===== config.mk =====
export PLATFORM = sky130hd
export DESIGN_NAME = hpi_hash
export DESIGN_NICKNAME = d
export VERILOG_FILES = /design/src/hdl/hpi_pkg.sv /design/src/hdl/hpi_hash.sv
export SDC_FILE = /design/constraint.sdc
export NUM_CORES = 1
export LEC_CHECK = 0
export BUFFER_PORTS_ARGS = -buffer_cell sky130_fd_sc_hd__buf_4
export CORE_ASPECT_RATIO = 0.9
export CORE_UTILIZATION = 55
export DETAILED_ROUTE_END_ITERATION = 10
export GPL_ROUTABILITY_DRIVEN = 0
export GPL_TIMING_DRIVEN = 0
export MAX_ROUTING_LAYER = met4
export PLACE_DENSITY = 0.76
export SETUP_SLACK_MARGIN = 0.2
export SYNTH_ARGS = -nofsm -noshare
export SYNTH_HDL_FRONTEND = slang
export SYNTH_SLANG_ARGS = --single-unit

===== constraint.sdc =====
create_clock -name vclk -period 6.1
set_input_delay 0.61 -clock vclk [all_inputs]
set_output_delay 0.61 -clock vclk [all_outputs]
set_load 0.02 [all_outputs]

===== src/hdl/hpi_pkg.sv =====
`timescale 1ns / 1ps
`default_nettype none

package hpi_pkg;

  localparam int unsigned COLOUR_W = 16;
  localparam int unsigned GEN_W    = 16;
  localparam int unsigned INDEX_W  = 8;
  localparam int unsigned COUNT_W  = 9;
  localparam int unsigned PROD_W   = 32;

  localparam logic [PROD_W-1:0] HASH_MULT  = 32'd2654435761;
  localparam int unsigned       HASH_SHIFT = 20;

  typedef struct packed {
    logic [GEN_W-1:0]    gen;
    logic [COLOUR_W-1:0] colour;
    logic [INDEX_W-1:0]  index;
  } hpi_entry_t;

endpackage

`default_nettype wire


===== src/hdl/hpi_hash.sv =====
`timescale 1ns / 1ps
`default_nettype none

module hpi_hash #(
  parameter int unsigned SLOT_W = 10
) (
  input  wire logic [hpi_pkg::COLOUR_W-1:0] colour_i,
  output logic      [SLOT_W-1:0]            slot_o
);
  import hpi_pkg::*;

  logic [PROD_W-1:0] prod;

  // multiplicative hash, SLOT_W bits of the product from bit HASH_SHIFT up
  assign prod   = {{(PROD_W-COLOUR_W){1'b0}}, colour_i} * HASH_MULT;
  assign slot_o = prod[HASH_SHIFT +: SLOT_W];

endmodule

`default_nettype wire


# Word-level counts from Yosys, hierarchy flattened
# Index checks and enable logic that the tools add are counted.
[word_totals]
reg_bits = 0
word_cells = 1
in_bits = 16
[classes]
n_mul = 1
[op_table]
columns = ["cell", "count"]
rows = [
  ["$mul 16x32->30 const B", 1],
]

# Longest topological paths before layout
[logic_depth]
ltp_word = 1
depth_mapped = 20
mapped_depth_nobuf = 20

# Least setup slack after synthesis
# OpenSTA, ideal clock, no wires.
[synth_timing]
path_kind = "input to output"
from = "input colour_i[4] (netlist bit)"
to = "output slot_o[4]"
n_path_buf = 0
path_slack_ps = -97
arrival_ps = 5587
stages = 16
path_cell_list = "fa_1 -> fa_1 -> inv_1 -> fa_1 -> inv_1 -> fa_1 -> fa_1 -> inv_1 -> fa_1 -> inv_1 -> ha_1 -> a2111oi_0 -> o211ai_1 -> a311o_1 -> o31ai_4 -> xnor2_1"
[synth_via]
elab_chain_len = 1
[synth_rtl]
columns = ["element", "line_no", "source"]
rows = [
  ["start, declared", "hpi_hash.sv:7", "input wire logic [hpi_pkg::COLOUR_W-1:0] colour_i,"],
  ["$mul 16x32->30", "hpi_hash.sv:15", "assign prod = {{(PROD_W-COLOUR_W){1'b0}}, colour_i} * HASH_MULT;"],
  ["end, declared", "hpi_hash.sv:8", "output logic [SLOT_W-1:0] slot_o"],
]
# Every way passes these cells.

# Worst setup path after layout
[layout_timing]
from = "input colour_i[6] (netlist bit)"
to = "output slot_o[5]"
# The elaborated chain is that of the path after synthesis.

==> impl_metrics.tcl <==
set metrics [dict create \
    status "finished with violations" \
    violations "negative setup slack" \
    clock_buffers 0 \
    area_growth_pct 15.8 \
    dp_hpwl_um 10500 \
    finalHoldViolCount 0 \
    setup_violations 10 \
    final_cells 676 \
    worst_slack_ns -0.271 \
    die_w_um 104 \
    crit_fanout 5 \
    antenna_cells 0 \
    routedWlPerCell_um 17.8 \
    crit_buf_inv 6 \
    crit_path_max_incr_delay_ns 0.55 \
    worstPathRequired_ns 5.49 \
    max_slew_margin_pct 63.9 \
    grt_overflow 0 \
    crit_arrival_ns 5.76 \
    design.seq.count 0 \
    cpMostUsedCell "fa_1" \
    hold_ws_ns 2.32 \
    synth.net_count 756 \
    crit_slowest_cell "fa_1" \
    nets 797 \
    hold_path_class "in2out" \
    syn_area_um2 5170 \
    drv_slew 0 \
    final_common_cell "inv_1" \
    endpoint_kind "output port" \
    crit_family "adder cells" \
    grt_pass1_wl_um 19600 \
    final_cell_mix "inv_1, fa_1, ha_1" \
    cts_hold_buf 0 \
    drc 0 \
    synth_cell_types 36 \
    antenna_found_initial 0 \
    grt_pass1_vias 3915 \
    cp-start-kind "input port" \
    start_util_pct 56.7 \
    std_cell_rows 33 \
    rsz0062_at_grt "yes" \
    critPathKind "in2out" \
    grt_max_degree 13 \
    core_area_um2 9130 \
    ys_seq_area_share_pct 0 \
    fmax_ghz 0.157 \
    ys_warn_count 0 \
    worstPathCellList "buf_12 -> fa_2 -> fa_1 -> inv_2 -> fa_1 -> inv_1 -> fa_1 -> fa_1 -> inv_2 -> fa_1 -> inv_2 -> ha_4 -> a2111oi_4 -> o211ai_1 -> a311o_2 -> o311ai_4 -> a21oi_2 -> buf_6" \
    numPortBuffers 26 \
    firstDrtPassIters 4 \
    vias_per_cell 5.30 \
    regArea_um2 0 \
    fp.dieH_um 94.0 \
    drt-total-wl_um 12100 \
    grt_use_total_pct 27.3 \
    min_period_ns 6.37 \
    tightest_slew_ns 0.541 \
    vias 3583 \
    dieArea_um2 9800 \
    holdPathStages 7 \
    cap_violations 0 \
    syn_avg_cell_area_um2 10.0 \
    drtAntennaViolNets 0 \
    fillers 692 \
    pre_cts_slack_ns -0.540 \
    min_period_over_period_pct 104 \
    synthCells 515 \
    multi_input_area_um2 4760 \
    crit_cells 18 \
    placed_cells 663 \
    dr.first_iter.drc_count 179 \
    ios 26 \
    drive_gt1_share_pct 16.4 \
]
## stage by stage
stage               util [%]  TNS [ns]  area, um^2
floorplan                  -         0        5260
global placement        61.4     -2.77        5600
detailed placement      61.4     -3.02        5600
CTS                     64.4     -1.53        5880
global route            65.7     -2.88        5990
finish                  65.7     -1.73        5990
## logic make-up (layout without fill, tap and decap cells)
| kind of cell | Yosys count | after routing | share of synthesized area (%) |
|---|---|---|---|
| buffers and inverters | 186 | 225 | 13.5 |
| muxes | 1 | 1 | 0.193 |
| AOI/OAI and AO/OA | 42 | 42 | 5.78 |
| xor gates and xnor gates | 26 | 26 | 4.40 |
| and+or+nand+nor | 35 | 35 | 3.31 |
| adders and majority gates | 225 | 225 | 72.8 |
## repair_timing
item	CTS	global route
setup buffers	9	4
resized for setup	40	23
pin swaps	32	20
setup endpoints to repair	10	10
## per-layer routing
layer	share of wire [%]	vias up	routed length [um]	track usage (%)
met5	0	-	0	-
met4	2.6	0	310	5.24
met3	6.0	27	723	3.12
met2	49	121	5870	46.5
met1	43	1821	5150	35.9
li1	-	1614	-	-
## worst paths after layout
path,from,endpoint,slack [ns]
setup / recovery,colour_i[6],slot_o[5],-0.27
hold / removal,colour_i[2],slot_o[1],2.32
## tightest hold or removal path: stages
cell    delay [ns]
buf_8         0.09
ha_4          0.19
ha_1          0.20
fa_1          0.23
ha_4          0.16
xor2_1        0.06
buf_4         0.15
## synthesized netlist by cell type, types with 3 or more instances
library cell	count	area, um^2
inv_1	185	694
fa_1	127	2540
ha_1	98	1230
xnor2_1	19	166
a21oi_1	12	60.1
nand2_1	9	33.8
nor2_1	8	30.0
o21ai_0	7	35.0
xor2_1	7	61.3
a31oi_1	4	25.0
nand2b_1	4	25.0
a21o_1	3	22.5
and3_1	3	18.8
nor3_1	3	15.0
## area by class of cell
| type | count | area share [%] |
|---|---|---|
| Buffer | 1 | 0.188 |
| Inverter | 185 | 11.6 |
| Multi-Input combinational cell | 329 | 79.5 |
| Tap cell | 122 | 2.55 |
| Timing Repair Buffer | 39 | 6.14 |
Power is left out: the tool's default activity adds up to more than one toggle a clock period on the data nets, which glitch-free logic cannot reach.
